$ cat src/sv/sra_pkg.sv
// Shared types, constants and lookup tables for the slab run allocator.
// Used by the front, queue, back and top-level modules; depends on nothing else.
`default_nettype none

package sra_pkg;

  // Chunk geometry.
  localparam int unsigned RUN_BYTES      = 4096;
  localparam int unsigned RUNS_PER_CHUNK = 16;
  localparam int unsigned SMALL_LIMIT    = 2048;
  localparam int unsigned HEADER_BYTES   = 64;
  localparam int unsigned RUN_SPACE      = RUN_BYTES - HEADER_BYTES;
  localparam int unsigned FINE_LIMIT     = 96;
  localparam int unsigned MID_LIMIT      = 512;

  // Widths.
  localparam int unsigned RUN_W       = $clog2(RUNS_PER_CHUNK);
  localparam int unsigned INRUN_W     = $clog2(RUN_BYTES);
  localparam int unsigned HEAD_W      = INRUN_W + 1;
  localparam int unsigned CNT_W       = 9;
  localparam int unsigned CLS_W       = 4;
  localparam int unsigned ELEM_W      = 12;
  localparam int unsigned OFF_W       = RUN_W + INRUN_W;
  localparam int unsigned STORE_DEPTH = RUNS_PER_CHUNK * RUN_BYTES / 8;
  localparam int unsigned STORE_AW    = $clog2(STORE_DEPTH);
  localparam int unsigned RUNS_W      = RUN_W + 1;

  localparam logic [HEAD_W-1:0] NULL_SLOT = HEAD_W'(RUN_BYTES);
  localparam logic [HEAD_W-1:0] HDR_SLOT  = HEAD_W'(HEADER_BYTES);

  // Opcodes.
  localparam logic [2:0] OP_CLASS = 3'd0;
  localparam logic [2:0] OP_OPEN  = 3'd1;
  localparam logic [2:0] OP_ALLOC = 3'd2;
  localparam logic [2:0] OP_FREE  = 3'd3;
  localparam logic [2:0] OP_QUERY = 3'd4;

  // Status codes.
  localparam logic [2:0] STS_OK           = 3'd0;
  localparam logic [2:0] STS_CHUNK_FULL   = 3'd1;
  localparam logic [2:0] STS_RUN_INACTIVE = 3'd2;
  localparam logic [2:0] STS_RUN_FULL     = 3'd3;
  localparam logic [2:0] STS_BAD_OFFSET   = 3'd4;
  localparam logic [2:0] STS_BAD_SIZE     = 3'd5;

  localparam logic [CLS_W-1:0] LAST_CLASS = 4'd14;

  // Slot size of each class; code 15 behaves as class 0.
  localparam int unsigned ELEM_TAB [16] = '{
    0, 8, 16, 32, 48, 64, 96, 128, 192, 256, 384, 512, 768, 1280, SMALL_LIMIT, 0
  };

  // Slots that fit in one run after the header.
  localparam int unsigned TOTAL_TAB [16] = '{
    0, RUN_SPACE / 8, RUN_SPACE / 16, RUN_SPACE / 32, RUN_SPACE / 48,
    RUN_SPACE / 64, RUN_SPACE / 96, RUN_SPACE / 128, RUN_SPACE / 192,
    RUN_SPACE / 256, RUN_SPACE / 384, RUN_SPACE / 512, RUN_SPACE / 768,
    RUN_SPACE / 1280, RUN_SPACE / SMALL_LIMIT, 0
  };

  // Bytes covered by all slots of a run.
  localparam int unsigned SPAN_TAB [16] = '{
    0, (RUN_SPACE / 8) * 8, (RUN_SPACE / 16) * 16, (RUN_SPACE / 32) * 32,
    (RUN_SPACE / 48) * 48, (RUN_SPACE / 64) * 64, (RUN_SPACE / 96) * 96,
    (RUN_SPACE / 128) * 128, (RUN_SPACE / 192) * 192, (RUN_SPACE / 256) * 256,
    (RUN_SPACE / 384) * 384, (RUN_SPACE / 512) * 512, (RUN_SPACE / 768) * 768,
    (RUN_SPACE / 1280) * 1280, (RUN_SPACE / SMALL_LIMIT) * SMALL_LIMIT, 0
  };

  // Slot size split as odd factor times a power of two.
  localparam int unsigned SHIFT_TAB [16] = '{
    0, 3, 4, 5, 4, 6, 5, 7, 6, 8, 7, 9, 8, 8, 11, 0
  };
  localparam int unsigned ODD_TAB [16] = '{
    1, 1, 1, 1, 3, 1, 3, 1, 3, 1, 3, 1, 3, 5, 1, 1
  };

  // Size to class maps; of the upper fine entries only the last is selected, for a zero size.
  localparam logic [CLS_W-1:0] FINE_MAP [16] = '{
    4'd1, 4'd2, 4'd3, 4'd3, 4'd4, 4'd4, 4'd5, 4'd5,
    4'd6, 4'd6, 4'd6, 4'd6, 4'd0, 4'd0, 4'd0, 4'd0
  };
  localparam logic [CLS_W-1:0] MID_MAP [16] = '{
    4'd7, 4'd7, 4'd7, 4'd7, 4'd8, 4'd8, 4'd9, 4'd9,
    4'd10, 4'd10, 4'd10, 4'd10, 4'd11, 4'd11, 4'd11, 4'd11
  };
  localparam logic [CLS_W-1:0] COARSE_MAP [16] = '{
    4'd12, 4'd12, 4'd12, 4'd12, 4'd12, 4'd12, 4'd13, 4'd13,
    4'd13, 4'd13, 4'd14, 4'd14, 4'd14, 4'd14, 4'd14, 4'd14
  };

  // Decoded command passed from the front to the back.
  typedef struct packed {
    logic [2:0]       op;
    logic             bad;
    logic [CLS_W-1:0] cls;
    logic [RUN_W-1:0] run_sel;
    logic [OFF_W-1:0] off;
    logic             other;
  } cmd_t;

  // One result word.
  typedef struct packed {
    logic [2:0]        status;
    logic [CLS_W-1:0]  cls;
    logic [ELEM_W-1:0] elem;
    logic [RUN_W-1:0]  run;
    logic [OFF_W-1:0]  slot;
    logic              became;
    logic              was;
    logic              rel;
    logic              cfull;
    logic              unused;
  } res_t;

  function automatic logic [ELEM_W-1:0] elem_of(input logic [CLS_W-1:0] c);
    elem_of = ELEM_W'(ELEM_TAB[c]);
  endfunction

  function automatic logic [CNT_W-1:0] total_of(input logic [CLS_W-1:0] c);
    total_of = CNT_W'(TOTAL_TAB[c]);
  endfunction

  function automatic logic [INRUN_W-1:0] span_of(input logic [CLS_W-1:0] c);
    span_of = INRUN_W'(SPAN_TAB[c]);
  endfunction

  // True when d is a whole multiple of the slot size of class c.
  function automatic logic slot_aligned(input logic [INRUN_W-1:0] d,
                                        input logic [CLS_W-1:0]   c);
    logic [INRUN_W-1:0]   mask;
    logic [INRUN_W-1:0]   q0;
    logic [2*INRUN_W-1:0] p;
    logic [INRUN_W-1:0]   q;
    logic                 ok;
    mask = INRUN_W'((1 << SHIFT_TAB[c]) - 1);
    q0   = d >> SHIFT_TAB[c];
    p    = '0;
    q    = '0;
    case (ODD_TAB[c])
      3: begin
        // Divide by three through a reciprocal, exact for 12-bit values.
        p  = (2*INRUN_W)'(q0) * (2*INRUN_W)'(2731);
        q  = INRUN_W'(p >> 13);
        ok = ((INRUN_W+2)'(q) * (INRUN_W+2)'(3)) == (INRUN_W+2)'(q0);
      end
      5: begin
        p  = (2*INRUN_W)'(q0) * (2*INRUN_W)'(3277);
        q  = INRUN_W'(p >> 14);
        ok = ((INRUN_W+3)'(q) * (INRUN_W+3)'(5)) == (INRUN_W+3)'(q0);
      end
      default: ok = 1'b1;
    endcase
    slot_aligned = ((d & mask) == '0) && ok;
  endfunction

endpackage

`default_nettype wire

$ cat src/sv/sra_front.sv
// Front of the allocator: accepts input words and classifies them.
// Depends on sra_pkg; feeds sra_queue.
`default_nettype none

module sra_front (
  input  wire logic          in_tvalid,
  output      logic          in_tready,
  input  wire logic [39:0]   in_tdata,
  input  wire logic [2:0]    in_tuser,
  input  wire logic          q_full,
  output      logic          push,
  output      sra_pkg::cmd_t cmd
);

  logic [11:0]               byte_count;
  logic [11:0]               bm1;
  logic [sra_pkg::CLS_W-1:0] size_class;
  logic [sra_pkg::CLS_W-1:0] found;

  assign in_tready  = !q_full;
  assign push       = in_tvalid && !q_full;
  assign byte_count = in_tdata[11:0];
  assign size_class = in_tdata[15:12];
  assign bm1        = byte_count - 12'd1;

  // Map a byte size to its class.
  always_comb begin
    if (byte_count <= 12'(sra_pkg::FINE_LIMIT)) begin
      found = sra_pkg::FINE_MAP[bm1[6:3]];
    end else if (byte_count <= 12'(sra_pkg::MID_LIMIT)) begin
      found = sra_pkg::MID_MAP[bm1[8:5]];
    end else begin
      found = sra_pkg::COARSE_MAP[bm1[10:7]];
    end
  end

  // Build the command word; size, class and opcode errors are flagged here.
  always_comb begin
    cmd.op      = in_tuser;
    cmd.run_sel = in_tdata[19:16];
    cmd.off     = in_tdata[35:20];
    cmd.other   = in_tdata[36];
    cmd.cls     = '0;
    cmd.bad     = 1'b0;
    case (in_tuser)
      sra_pkg::OP_CLASS: begin
        cmd.bad = (byte_count == 12'd0) || (byte_count > 12'(sra_pkg::SMALL_LIMIT));
        cmd.cls = found;
      end
      sra_pkg::OP_OPEN: begin
        cmd.bad = (size_class == '0) || (size_class > sra_pkg::LAST_CLASS);
        cmd.cls = size_class;
      end
      sra_pkg::OP_ALLOC, sra_pkg::OP_FREE, sra_pkg::OP_QUERY: begin
        cmd.bad = 1'b0;
      end
      default: cmd.bad = 1'b1;
    endcase
  end

endmodule

`default_nettype wire

$ cat config.mk
export PLATFORM = sky130hd
export DESIGN_NAME = sra_front
export DESIGN_NICKNAME = d
export VERILOG_FILES = /design/src/sv/sra_pkg.sv /design/src/sv/sra_front.sv
export SDC_FILE = /design/constraint.sdc
export NUM_CORES = 1
export LEC_CHECK = 0
export BUFFER_PORTS_ARGS = -buffer_cell sky130_fd_sc_hd__buf_2
export CORE_UTILIZATION = 38
export DETAILED_ROUTE_END_ITERATION = 10
export GPL_ROUTABILITY_DRIVEN = 0
export PLACE_DENSITY = 0.93
export SYNTH_ARGS = -nofsm -noshare
export SYNTH_HDL_FRONTEND = slang
export SYNTH_SLANG_ARGS = --single-unit
$ cat constraint.sdc
create_clock -name vclk -period 5.4
set_input_delay 0 -clock vclk [all_inputs]
set_output_delay 0 -clock vclk [all_outputs]
set_load 0.1 [all_outputs]
==> flow_metrics.env <==
export IMPL_tns_ns=0
export IMPL_maxSlewHeadroom_pct=63.95
export IMPL_critical_path_class="in2out"
export IMPL_vias_per_cell=5.757
export IMPL_antennaDiodeCount=0
export IMPL_hold_start="in_tdata[25]"
export IMPL_drv_slew=0
export IMPL_holdBufCountCts=0
export IMPL_die_area_um2=1826
export IMPL_first_pass_iters=4
export IMPL_crit_required_ns=5.40
export IMPL_hold_path_class="in2out"
export IMPL_die_h_um=42.74
export IMPL_max_freq_ghz=0.4408
export IMPL_grt_pass1_vias=536
export IMPL_seqPwrFrac_pct=0
export IMPL_num_rows=14
export IMPL_p_per_area_nw_per_um2=113.6
export IMPL_instances_no_fill=111
export IMPL_synth_nets=137
export IMPL_dp_hpwl_um=1198
export IMPL_holdWs_ns=0.00003855
export IMPL_placed_area_um2=601.8
export IMPL_num_vias=639
export IMPL_ys_types=35
export IMPL_synth_top_area_share_pct=28.57
export IMPL_max_vdd_ir_drop_mv=0.04520
export IMPL_final_common_cell="buf_2"
export IMPL_wl_per_cell_um=12.91
export IMPL_post_synth_cell_area_avg_um2=6.854
export IMPL_postSynthCellCount=92
export IMPL_grt_usage_pct=14.70
export IMPL_final_layout_size_suffix_gt1_share_pct=36.84
export IMPL_tightest_slew_ns=0.5395
export IMPL_swShare_pct=74.09
export IMPL_setup_ws_ns=3.131
export IMPL_grt_pass1_wl_um=2249
export IMPL_layout_nets=142
export IMPL_post_cts_buffers=0
export IMPL_clockBufferCount=0
export IMPL_ioPinCount=76
export IMPL_grt_max_degree=11
export IMPL_combPwrFrac_pct=100.0
export IMPL_io_buffers=31
export IMPL_seq_area_um2=0
export IMPL_start_util_pct=41.38
export IMPL_seq_area_frac_synth_pct=0
export IMPL_ant_nets=0
export IMPL_rsz0062_at_grt="no"
export IMPL_p_leak_nw=0.2644
export IMPL_grt_overflow=0
export IMPL_area_growth_pct=-4.564
export IMPL_min_to="cmd[6]"
export IMPL_drc_errors=0
export IMPL_cp_startpoint="in_tdata[3]"
export IMPL_synth_area_leaders="buf_4 (29%), nand3_1 (5.6%), mux2i_1 (4.8%), nand2_1 (4.8%), o21ai_0 (4.0%)"
export IMPL_start_kind="input pin"
export IMPL_finalHoldViolCount=0
export IMPL_setup_viol=0
export IMPL_antenna_found_initial=0
export IMPL_arrival_ns=2.27
export IMPL_period_share_pct=42.01
export IMPL_routed_wirelength_um=1433
export IMPL_cts_resized_gates=0
export IMPL_crit_fanout=7
export IMPL_cap_violations=0
export IMPL_layout_common_cells="buf_2 (31), nand2_1 (8), nand3_1 (7)"
export IMPL_die_w_um=42.74
export IMPL_finalInstanceArea_um2=601.8
export IMPL_fill_cells=179
export IMPL_syn_area_um2=630.6
export IMPL_core_um2=1524
export IMPL_internal_power_w=0.00001772
export IMPL_status="complete, no violations"
export IMPL_p_switching_w=0.00005065
export IMPL_seq_cell_count=0
export IMPL_holdPathStages=0
export IMPL_yosys_area_top_type="buf_4"
export IMPL_clockPowerShare_pct=0
export IMPL_cp_end_kind="output pin"
export IMPL_place_ws_ns=3.126
export IMPL_period_needed_ns=2.269
export IMPL_drt_iter0_markers=10
export IMPL_placed_cells=111
export IMPL_ys_warn_count=0
worst max path at each step:
stage	end	slack, ns
finish	cmd[22]	3.13
global route	cmd[22]	2.94
CTS	cmd[22]	3.13
detailed placement	cmd[22]	3.13
global placement	cmd[22]	3.14
floorplan	cmd[22]	1.67
final cells by class:
type | count | area [um2] | share of cell area, %
inverters | 2 | 7.507 | 1.247
multi-input cells | 62 | 419.2 | 69.65
well taps | 16 | 20.02 | 3.326
repair buffers | 31 | 155.1 | 25.78
Yosys cell counts (2+ instances only):
master,n
buf_4,24
nand2_1,8
nand3_1,7
o21ai_0,5
a21oi_1,3
mux2i_1,3
nor2_1,3
nor2b_1,3
nor3_1,3
or3_1,3
clkbuf_1,2
inv_1,2
nor3b_1,2
or4_4,2
xnor2_1,2
critical path, stage by stage:
cell and delay [ns]:
buf_2 0.14, or4_4 0.56, or4_4 0.51, a211oi_4 0.29
a222oi_1 0.11, o31ai_1 0.20, buf_2 0.46
routing by layer:
layer / vias to the layer above / GRT usage [%] / part of all wire [%]
li1: 325 / - / -
met1: 273 / 17.78 / 39
met3: 12 / 0.4255 / 9.5
met5: - / 0 / 0
met2: 29 / 26.97 / 49
met4: 0 / 5.625 / 2.0
stage by stage:
step,total power [W],utilization (%)
3_3_place_gp,0.00006710,39.49
5_1_grt,0.00007293,39.49
3_5_place_dp,0.00006827,39.49
6_report,0.00006837,39.49
2_1_floorplan,0.0001257,-
4_1_cts,0.00006836,39.49
power by group through the flow:
stage                     clock network, W  registers [W]  logic [W]
after floorplan                          0              0   0.000126
after global placement                   0              0  0.0000671
after detailed placement                 0              0  0.0000683
after CTS                                0              0  0.0000684
after global routing                     0              0  0.0000729
final                                    0              0  0.0000684
kinds of logic after synthesis:
| kind of cell | synth area share, % |
|---|---|
| compound gates | 27.78 |
| xor+xnor | 2.778 |
| buf+inv | 33.53 |
| mux | 4.762 |
| simple gates | 31.15 |
No activity file was read; power rests on OpenSTA's default activity.
