[src/sv/sra_pkg.sv]
// Shared types, constants and lookup tables for the slab run allocator.
// Used by the front, queue, back and top-level modules; depends on nothing else.
`default_nettype none

package sra_pkg;

  // Chunk geometry.
  localparam int unsigned RUN_BYTES      = 4096;
  localparam int unsigned RUNS_PER_CHUNK = 16;
  localparam int unsigned SMALL_LIMIT    = 2048;
  localparam int unsigned HEADER_BYTES   = 64;
  localparam int unsigned RUN_SPACE      = RUN_BYTES - HEADER_BYTES;
  localparam int unsigned FINE_LIMIT     = 96;
  localparam int unsigned MID_LIMIT      = 512;

  // Widths.
  localparam int unsigned RUN_W       = $clog2(RUNS_PER_CHUNK);
  localparam int unsigned INRUN_W     = $clog2(RUN_BYTES);
  localparam int unsigned HEAD_W      = INRUN_W + 1;
  localparam int unsigned CNT_W       = 9;
  localparam int unsigned CLS_W       = 4;
  localparam int unsigned ELEM_W      = 12;
  localparam int unsigned OFF_W       = RUN_W + INRUN_W;
  localparam int unsigned STORE_DEPTH = RUNS_PER_CHUNK * RUN_BYTES / 8;
  localparam int unsigned STORE_AW    = $clog2(STORE_DEPTH);
  localparam int unsigned RUNS_W      = RUN_W + 1;

  localparam logic [HEAD_W-1:0] NULL_SLOT = HEAD_W'(RUN_BYTES);
  localparam logic [HEAD_W-1:0] HDR_SLOT  = HEAD_W'(HEADER_BYTES);

  // Opcodes.
  localparam logic [2:0] OP_CLASS = 3'd0;
  localparam logic [2:0] OP_OPEN  = 3'd1;
  localparam logic [2:0] OP_ALLOC = 3'd2;
  localparam logic [2:0] OP_FREE  = 3'd3;
  localparam logic [2:0] OP_QUERY = 3'd4;

  // Status codes.
  localparam logic [2:0] STS_OK           = 3'd0;
  localparam logic [2:0] STS_CHUNK_FULL   = 3'd1;
  localparam logic [2:0] STS_RUN_INACTIVE = 3'd2;
  localparam logic [2:0] STS_RUN_FULL     = 3'd3;
  localparam logic [2:0] STS_BAD_OFFSET   = 3'd4;
  localparam logic [2:0] STS_BAD_SIZE     = 3'd5;

  localparam logic [CLS_W-1:0] LAST_CLASS = 4'd14;

  // Slot size of each class; code 15 behaves as class 0.
  localparam int unsigned ELEM_TAB [16] = '{
    0, 8, 16, 32, 48, 64, 96, 128, 192, 256, 384, 512, 768, 1280, SMALL_LIMIT, 0
  };

  // Slots that fit in one run after the header.
  localparam int unsigned TOTAL_TAB [16] = '{
    0, RUN_SPACE / 8, RUN_SPACE / 16, RUN_SPACE / 32, RUN_SPACE / 48,
    RUN_SPACE / 64, RUN_SPACE / 96, RUN_SPACE / 128, RUN_SPACE / 192,
    RUN_SPACE / 256, RUN_SPACE / 384, RUN_SPACE / 512, RUN_SPACE / 768,
    RUN_SPACE / 1280, RUN_SPACE / SMALL_LIMIT, 0
  };

  // Bytes covered by all slots of a run.
  localparam int unsigned SPAN_TAB [16] = '{
    0, (RUN_SPACE / 8) * 8, (RUN_SPACE / 16) * 16, (RUN_SPACE / 32) * 32,
    (RUN_SPACE / 48) * 48, (RUN_SPACE / 64) * 64, (RUN_SPACE / 96) * 96,
    (RUN_SPACE / 128) * 128, (RUN_SPACE / 192) * 192, (RUN_SPACE / 256) * 256,
    (RUN_SPACE / 384) * 384, (RUN_SPACE / 512) * 512, (RUN_SPACE / 768) * 768,
    (RUN_SPACE / 1280) * 1280, (RUN_SPACE / SMALL_LIMIT) * SMALL_LIMIT, 0
  };

  // Slot size split as odd factor times a power of two.
  localparam int unsigned SHIFT_TAB [16] = '{
    0, 3, 4, 5, 4, 6, 5, 7, 6, 8, 7, 9, 8, 8, 11, 0
  };
  localparam int unsigned ODD_TAB [16] = '{
    1, 1, 1, 1, 3, 1, 3, 1, 3, 1, 3, 1, 3, 5, 1, 1
  };

  // Size to class maps; of the upper fine entries only the last is selected, for a zero size.
  localparam logic [CLS_W-1:0] FINE_MAP [16] = '{
    4'd1, 4'd2, 4'd3, 4'd3, 4'd4, 4'd4, 4'd5, 4'd5,
    4'd6, 4'd6, 4'd6, 4'd6, 4'd0, 4'd0, 4'd0, 4'd0
  };
  localparam logic [CLS_W-1:0] MID_MAP [16] = '{
    4'd7, 4'd7, 4'd7, 4'd7, 4'd8, 4'd8, 4'd9, 4'd9,
    4'd10, 4'd10, 4'd10, 4'd10, 4'd11, 4'd11, 4'd11, 4'd11
  };
  localparam logic [CLS_W-1:0] COARSE_MAP [16] = '{
    4'd12, 4'd12, 4'd12, 4'd12, 4'd12, 4'd12, 4'd13, 4'd13,
    4'd13, 4'd13, 4'd14, 4'd14, 4'd14, 4'd14, 4'd14, 4'd14
  };

  // Decoded command passed from the front to the back.
  typedef struct packed {
    logic [2:0]       op;
    logic             bad;
    logic [CLS_W-1:0] cls;
    logic [RUN_W-1:0] run_sel;
    logic [OFF_W-1:0] off;
    logic             other;
  } cmd_t;

  // One result word.
  typedef struct packed {
    logic [2:0]        status;
    logic [CLS_W-1:0]  cls;
    logic [ELEM_W-1:0] elem;
    logic [RUN_W-1:0]  run;
    logic [OFF_W-1:0]  slot;
    logic              became;
    logic              was;
    logic              rel;
    logic              cfull;
    logic              unused;
  } res_t;

  function automatic logic [ELEM_W-1:0] elem_of(input logic [CLS_W-1:0] c);
    elem_of = ELEM_W'(ELEM_TAB[c]);
  endfunction

  function automatic logic [CNT_W-1:0] total_of(input logic [CLS_W-1:0] c);
    total_of = CNT_W'(TOTAL_TAB[c]);
  endfunction

  function automatic logic [INRUN_W-1:0] span_of(input logic [CLS_W-1:0] c);
    span_of = INRUN_W'(SPAN_TAB[c]);
  endfunction

  // True when d is a whole multiple of the slot size of class c.
  function automatic logic slot_aligned(input logic [INRUN_W-1:0] d,
                                        input logic [CLS_W-1:0]   c);
    logic [INRUN_W-1:0]   mask;
    logic [INRUN_W-1:0]   q0;
    logic [2*INRUN_W-1:0] p;
    logic [INRUN_W-1:0]   q;
    logic                 ok;
    mask = INRUN_W'((1 << SHIFT_TAB[c]) - 1);
    q0   = d >> SHIFT_TAB[c];
    p    = '0;
    q    = '0;
    case (ODD_TAB[c])
      3: begin
        // Divide by three through a reciprocal, exact for 12-bit values.
        p  = (2*INRUN_W)'(q0) * (2*INRUN_W)'(2731);
        q  = INRUN_W'(p >> 13);
        ok = ((INRUN_W+2)'(q) * (INRUN_W+2)'(3)) == (INRUN_W+2)'(q0);
      end
      5: begin
        p  = (2*INRUN_W)'(q0) * (2*INRUN_W)'(3277);
        q  = INRUN_W'(p >> 14);
        ok = ((INRUN_W+3)'(q) * (INRUN_W+3)'(5)) == (INRUN_W+3)'(q0);
      end
      default: ok = 1'b1;
    endcase
    slot_aligned = ((d & mask) == '0) && ok;
  endfunction

endpackage

`default_nettype wire

[src/sv/sra_queue.sv]
// Two-word command queue between the front and the back of the allocator.
// Depends on sra_pkg for the command type.
`default_nettype none

module sra_queue (
  input  wire logic          clk,
  input  wire logic          rst_n,
  input  wire logic          push,
  input  wire sra_pkg::cmd_t push_cmd,
  output      logic          full,
  input  wire logic          pop,
  output      logic          valid,
  output      sra_pkg::cmd_t head_cmd
);

  sra_pkg::cmd_t entry_r [2];
  logic          wr_ptr_r, wr_ptr_nxt;
  logic          rd_ptr_r, rd_ptr_nxt;
  logic [1:0]    count_r, count_nxt;

  assign full     = (count_r == 2'd2);
  assign valid    = (count_r != 2'd0);
  assign head_cmd = entry_r[rd_ptr_r];

  // Pointer and fill bookkeeping.
  always_comb begin
    wr_ptr_nxt = push ? ~wr_ptr_r : wr_ptr_r;
    rd_ptr_nxt = pop ? ~rd_ptr_r : rd_ptr_r;
    count_nxt  = count_r + 2'(push) - 2'(pop);
  end

  always_ff @(posedge clk) begin
    if (!rst_n) begin
      wr_ptr_r <= 1'b0;
      rd_ptr_r <= 1'b0;
      count_r  <= 2'd0;
    end else begin
      wr_ptr_r <= wr_ptr_nxt;
      rd_ptr_r <= rd_ptr_nxt;
      count_r  <= count_nxt;
    end
  end

  // Storage for the queued words.
  always_ff @(posedge clk) begin
    if (push) begin
      entry_r[wr_ptr_r] <= push_cmd;
    end
  end

endmodule

`default_nettype wire

[config.mk]
export PLATFORM = sky130hd
export DESIGN_NAME = sra_queue
export DESIGN_NICKNAME = d
export VERILOG_FILES = /design/src/sv/sra_pkg.sv /design/src/sv/sra_queue.sv
export SDC_FILE = /design/constraint.sdc
export NUM_CORES = 1
export LEC_CHECK = 0
export ABC_AREA = 1
export BUFFER_PORTS_ARGS = -buffer_cell sky130_fd_sc_hd__buf_2
export CAP_MARGIN = 5
export CORE_MARGIN = 4
export CORE_UTILIZATION = 40
export DETAILED_ROUTE_END_ITERATION = 8
export PLACE_DENSITY = 0.64
export SETUP_SLACK_MARGIN = 0.15
export SKIP_CTS_REPAIR_TIMING = 1
export SYNTH_ARGS = -nofsm -noshare
export SYNTH_HDL_FRONTEND = slang
export SYNTH_SLANG_ARGS = --single-unit
[constraint.sdc]
create_clock -name clk -period 2.8 [get_ports clk]
set_input_delay 0.14 -clock clk [delete_from_list [all_inputs] [get_ports clk]]
set_output_delay 0.14 -clock clk [all_outputs]
set_load 0.02 [all_outputs]
==> impl_metrics.json <==
{
  "cts_root_buf": "clkbuf_8",
  "fill_cells": 476,
  "outcome": "complete, no violations",
  "syn_area_per_cell_sq_um": 19.2,
  "grt_setup_unrepaired": "false",
  "rr_startpoint": "wr_ptr_r",
  "maxCapViolations": 0,
  "dpl.cell_count": 259,
  "firstDrtPassIters": 4,
  "netSwitchingPower_mw": 0.468,
  "synth_compound_area_share_pct": 0.212,
  "hold_viol": 0,
  "gp_congestion": 0.756,
  "htree_num_levels": 3,
  "gr-usage-met2_pct": 21.9,
  "cts_tree": "done",
  "syn_area_sq_um": 2360,
  "grt_use_met3_pct": 4.61,
  "r2r_cells": 3,
  "power-per-cell-area_nw_per_um2": 678,
  "rrSetupSlack_ps": 1160,
  "synthAdderAreaFrac_pct": 1.06,
  "die_w_microns": 84.8,
  "synth_mux_area_share_pct": 15.4,
  "vdd_ir_drop_max_mv": 0.322,
  "die-area_sq_um": 7190,
  "worstSetupEndpointType": "output port",
  "die-height_microns": 84.8,
  "avgRoutedWirePerCell_microns": 14.1,
  "layout_common_cells": "buf_2, edfxtp_1, dlygate4sd3_1",
  "relSlewSlack_pct": 49.8,
  "setup-violations-final": 0,
  "critPathKind": "reg2out",
  "layout_commonest_cell": "buf_2",
  "syn_to_final_growth_pct": 36.3,
  "grt_pass1_wl_mm": 6.73,
  "syn-num-nets": 158,
  "synth_top_area_share_pct": 73.8,
  "rr_endpoint": "entry_r[1][26]",
  "insertion_delay_ps": 330,
  "use_met1_pct": 12.8,
  "worst_pin_slew_ps": 752,
  "crit_end": "head_cmd[28]",
  "holdWs_ps": 14.6,
  "p_seq_share_pct": 50.6,
  "track_usage_pct": 12.6,
  "seq_area_sq_um": 1840,
  "grt_pass1_vias": 1438,
  "yosysTopAreaCell": "edfxtp_1",
  "critPathRequiredTime_ps": 2660,
  "min_from": "push_cmd[28]",
  "worst_slack_ps": 871,
  "synthCells": 123,
  "critPathArrivalTime_ps": 1790,
  "antennaDiodeCount": 0,
  "min-delay-path-class": "in2reg",
  "grt.busiest_layer": "met2",
  "grt_remaining_overflow": 0,
  "start_kind": "flop",
  "post-place-ws_ps": 1120,
  "clockBufferDepth": 2,
  "critPathMaxFanout": 21,
  "slew_viol_final": 0,
  "avgViaCountPerCell": 4.50,
  "core_area_sq_um": 5610,
  "fin_skew_ps": 7.74,
  "grt_max_degree": 22,
  "vias": 1346,
  "ant_nets": 0,
  "multi_input_area_sq_um": 465,
  "ys_seq_area_share_pct": 78.1,
  "rows": 27,
  "ys_types": 12,
  "post-route-period-util_pct": 68.9,
  "leakage_nw": 1.30,
  "portBuffers": 63,
  "layout-drive-gt1-share_pct": 48.5,
  "drc": 0,
  "setup_tns_ps": 0,
  "drt-total-wl_mm": 4.22,
  "period_needed_ps": 1930,
  "fmax_ghz": 0.518,
  "antenna_found_initial": 0,
  "num_io_pins": 64,
  "dr.first_iter.drc_count": 77,
  "nets": 257,
  "synthTopCellsByArea": "edfxtp_1, mux2_2, mux2_4",
  "cts_sinks": 63,
  "numCtsBuffers": 9,
  "switching_share_pct": 21.5,
  "fin_cells": 299,
  "yosysWarnings": 0,
  "ys_ff_latch": 63,
  "intPower_mw": 1.71,
  "initial_core_util_pct": 42.1,
  "yosys.area_share.simple_pct": 2.92,
  "cts.clk_slew.worst_paths_ps": 60,
  "clkPwrFrac_pct": 36.8,
  "pwr-share-comb_pct": 12.6,
  "synth_top_family_by_area": "multiplexers",
  "synth-xor-area-share_pct": 0
}
## worst min-delay path by stage
stage / endpoint / slack (ps) / cells after the start
6_report: entry_r[0][28] / 10 / 1
2_1_floorplan: count_r[0] / 230 / 2
5_1_grt: entry_r[1][28] / 0.5 / 1
4_1_cts: entry_r[0][2] / -20 / 1
3_3_place_gp: entry_r[0][11] / 330 / 1
3_5_place_dp: entry_r[0][2] / 330 / 1
## kinds of logic (layout without fill, tap and decap cells)
logic type               Yosys count  in the layout
flip-flops                        63             63
multiplexers                      29             29
AND/OR/NAND/NOR                   18             18
buffers and inverters             10            114
adder cells (fa/ha/maj)            2              2
AO/OA/AOI/OAI                      1              1
## metrics by stage
| stage | power, mW | area [sq um] | util [%] |
|---|---|---|---|
| final | 2.18 | 3210 | 57.3 |
| after global routing | 2.29 | 3210 | 57.3 |
| after CTS | 2.19 | 2970 | 53.0 |
| after detailed placement | 1.38 | 2770 | 49.4 |
| after global placement | 1.37 | 2770 | 49.4 |
| after floorplan | 1.28 | 2360 | - |
## cell usage after synthesis
cell,n
a21oi_1,1
buf_2,1
buf_6,2
dfxtp_1,5
edfxtp_1,58
ha_1,2
inv_1,7
mux2_2,19
mux2_4,10
nand2_1,9
nand3_1,1
nor2_1,8
## worst max-delay path: stages (launching register included)
cell     delay, ps
dfxtp_1        530
buf_4          390
mux2_2         380
buf_2          160
## state kept, by name, indices dropped and copies added, names as in the netlist, named ones only
| register | count |
|---|---|
| count_r | 2 |
| entry_r | 58 |
| rd_ptr_r | 1 |
| wr_ptr_r | 1 |
## area by class of cell
class / instances / area share, %
Clock buffer: 12 / 4.20
Clock inverter: 4 / 2.18
Inverter: 7 / 0.817
Multi-Input combinational cell: 50 / 14.5
Sequential cell: 63 / 57.3
Tap cell: 72 / 2.80
Timing Repair Buffer: 91 / 18.2
## power groups by stage
| stage | Combinational, mW | Sequential [mW] | Clock [mW] |
|---|---|---|---|
| floorplan | 0.165 | 1.12 | 0 |
| global placement | 0.244 | 1.12 | 0 |
| detailed placement | 0.252 | 1.12 | 0 |
| CTS | 0.254 | 1.10 | 0.829 |
| global route | 0.299 | 1.11 | 0.879 |
| finish | 0.274 | 1.10 | 0.802 |
## per-layer routing
| metal | vias to the layer above | routed length, microns |
|---|---|---|
| li1 | 654 | - |
| met1 | 641 | 1620 |
| met2 | 43 | 2230 |
| met3 | 8 | 301 |
| met4 | 0 | 78 |
| met5 | - | 0 |
Note: power is estimated with default switching activity, not from simulation.
